[config.mk]
export PLATFORM = sky130hd
export DESIGN_NAME = lcat_ram
export DESIGN_NICKNAME = d
export VERILOG_FILES = /design/src/rtl/lcat_ram.sv
export SDC_FILE = /design/constraint.sdc
export NUM_CORES = 1
export LEC_CHECK = 0
export BUFFER_PORTS_ARGS = -buffer_cell sky130_fd_sc_hd__buf_2
export CORE_MARGIN = 2
export CORE_UTILIZATION = 60
export DETAILED_ROUTE_END_ITERATION = 8
export PLACE_DENSITY = 0.88
export RECOVER_POWER = 100
export SYNTH_ARGS = -nofsm -noshare
export SYNTH_HDL_FRONTEND = slang
export SYNTH_SLANG_ARGS = --single-unit
[constraint.sdc]
create_clock -name clk -period 3.13 [get_ports clk]
set_input_delay 0.1565 -clock clk [delete_from_list [all_inputs] [get_ports clk]]
set_output_delay 0.1565 -clock clk [all_outputs]
set_load 0.02 [all_outputs]
[src/rtl/lcat_ram.sv]
// ----------------------------------------------------------------------------
// lcat_ram
// generic single write port, single read port ram with registered read
// ----------------------------------------------------------------------------
module lcat_ram #(
	parameter int WIDTH = 8,
	parameter int DEPTH = 16
) (
	input  logic                     clk,
	input  logic                     we,
	input  logic [$clog2(DEPTH)-1:0] waddr,
	input  logic [WIDTH-1:0]         wdata,
	input  logic [$clog2(DEPTH)-1:0] raddr,
	output logic [WIDTH-1:0]         rdata
);

	logic [WIDTH-1:0] mem_q [DEPTH];
	logic [WIDTH-1:0] rdata_q;

	always_ff @(posedge clk) begin
		if (we) begin
			mem_q[waddr] <= wdata;
		end
		rdata_q <= mem_q[raddr];
	end

	assign rdata = rdata_q;

endmodule

==> metrics.cfg <==
[status]
status=complete, no violations

[critical_path]
critPathKind=in -> reg
cp-end-kind=flip-flop
cp.arrival_ns=2.53
reg2reg_from=mem_q[0][2]
rr_worst_depth=3
critical_path_cell_count=5
crit_buf_inv=2
cp_slowest_cell=clkbuf_1
cp-start-kind=input port
path_cells=clkbuf_1, buf_4, mux4_1, a22oi_1, nand2_1
cp.required_ns=3.53
reg2reg_slack_ns=1.74
path_delay_family=buffers and inverters
r2r-end=rdata[2]
path_max_fanout=18
max_stage_delay_ns=1.00

[min_path]
worstHoldStart=wdata[0]
hold_path_depth=1
min_to=mem_q[14][0]
worstHoldPathType=in -> reg

[routing]
via_per_inst=6.62
dr.pass1.iters=5
drtAntennaViolNets=0
post-route-drc-count=0
wl_per_cell_um=27.1
drtIter0Drc=286
vias=2569
wirelength_um=10500

[grt]
track_usage=0.241
grt_pass1_wl_um=16000
grt_max_degree=33
antenna_found_initial=0
grt_pass1_vias=2669
grt_overflow=0

[synthesis]
syn_inst=229
yosysTopAreaCell=edfxtp_1
yosys-top-cells-count=128 x edfxtp_1, 18 x mux4_2, 16 x a22oi_1, 14 x mux4_1, 13 x nor2_1
yosysSeqAreaShare=0.778
synth_most_common_cell=edfxtp_1
netlist_area_um2=5150
synth_ff_type=edfxtp_1
syn_nets=247
avgSynthCellArea_um2=22.5
synth_edf_count=128
synthTopCellsByArea=edfxtp_1 75%, mux4_2 7.9%, mux4_1 7.1%
yosys.area.top_type_share=0.747
synth_seq_cells=136
synth_cell_types=19
async_flop_share=0
yosys_warnings=0

[final_layout]
fillers=495
stdcell_count=388
syn2layout_area_growth_pct=14.7
antenna_cells=0
drive_gt1_frac=0.187
nNetsFinal=288

[clock_tree]
cts_tree=yes
cts_hold_buf=1
clk_pin_slew_worst_paths_ns=0.06
cts_buffers=17
clockBufferDepth=2
cts_max_level=4
insertion_delay_ns=0.52
postCtsSetupRepairBufs=0
cts_root_buf=clkbuf_8
clock-sinks=136
post_cts_resized=0

[power]
powerDensity_nw_per_um2=707
p_leak_nw=1.93
peakVddDrop_mv=0.461

[placement]
dpl.hpwl_um=5980
io_buffers=25
gp_congestion=0.758
dp.cells=355

[timing]
finalCriticalPeriod_ns=2.13
hold_viol=0
setup_tns_ns=0
rsz0062_at_grt=false
finalClockSkew_ns=0.00843
fmax_ghz=0.469
worst_slew_pin_slew_ns=1.41
post-route-period-util=0.681
finalMaxSlewViolations=0
maxSlewHeadroom=0.0612
setup_violations=0

[job]
drv_cap=0

[floorplanning]
start_util=0.623
fp.dieH_um=96.6
dieArea_um2=9340
die_x_um=96.6
io_pins=26
core_um2=8260
rows=33

==> placed cells by master (no fill, tap or decap), drive strengths merged <==
master       synthesis  layout
nand3b               2       2
nor3                 4       4
clkbuf               0      46
and2                 1       1
nor2b                1       1
nand3                1       1
mux4                32      32
clkinv               0       4
nand2b               2       2
a22oi               16      16
nand2                9       9
nor2                13      13
buf                  7       8
edfxtp             128     128
dfxtp                8       8
or3b                 1       1
dlygate4sd3          0       1
clkinvlp             0       2
and2b                1       1
bufinv               0       3
==> power breakdown <==
part | internal, mW | leakage, nW | switching [mW]
Clock | 1.23 | 0.273 | 0.705
Combinational | 0.0699 | 0.434 | 0.122
Sequential | 2.04 | 1.22 | 0.0128
Total | 3.33 | 1.93 | 0.840
==> cell families after synthesis <==
| logic type | Yosys count | share of synthesized area |
|---|---|---|
| buffers and inverters | 10 | 0.0168 |
| AND/OR/NAND/NOR | 35 | 0.0318 |
| AO/OA/AOI/OAI | 16 | 0.0233 |
| multiplexers | 32 | 0.150 |
| flip-flops | 136 | 0.778 |
==> state kept, by name (all words and copies together), names as in the netlist <==
signal and flops:
mem_q 128, rdata 8
==> routing by layer <==
layer	GRT usage	wire (um)	part of all wire
met1	0.334	4110	0.39
met2	0.365	5180	0.49
met3	0.0658	904	0.086
met4	0.111	310	0.030
met5	0	0	0
==> final cells by class <==
class                           count  area, um2  area share
Sequential cell                   136       4000       0.678
Multi-Input combinational cell     83       1060       0.179
Clock buffer                       23        447      0.0757
Timing Repair Buffer               32        141      0.0239
Tap cell                          105        131      0.0223
Clock inverter                      9        124      0.0210
==> through the flow <==
stage	area, um2	total power, mW	setup slack [ns]	hold WS (ns)	util
after floorplan	5150	2.20	1.48	0.255	-
after global placement	5360	2.27	1.13	0.525	0.649
after detailed placement	5360	2.28	1.11	0.536	0.649
after CTS	5940	4.19	1.61	0.00140	0.720
after global routing	5900	4.28	0.841	0.168	0.715
final	5900	4.17	1.00	0.140	0.715
==> worst max-delay path by stage <==
stage | startpoint | to
global placement | raddr[0] | rdata[5]
global route | raddr[0] | rdata[3]
floorplan | waddr[2] | mem_q[0][0]
CTS | raddr[0] | rdata[5]
detailed placement | raddr[0] | rdata[5]
finish | raddr[0] | rdata[5]
==> worst register-to-register path, stage by stage, from the launching register on <==
cell and delay, ns:
edfxtp_1 0.39, mux4_1 0.50, a22oi_1 0.26, nand2_1 0.11
Note: power is estimated with default switching activity, not from simulation.
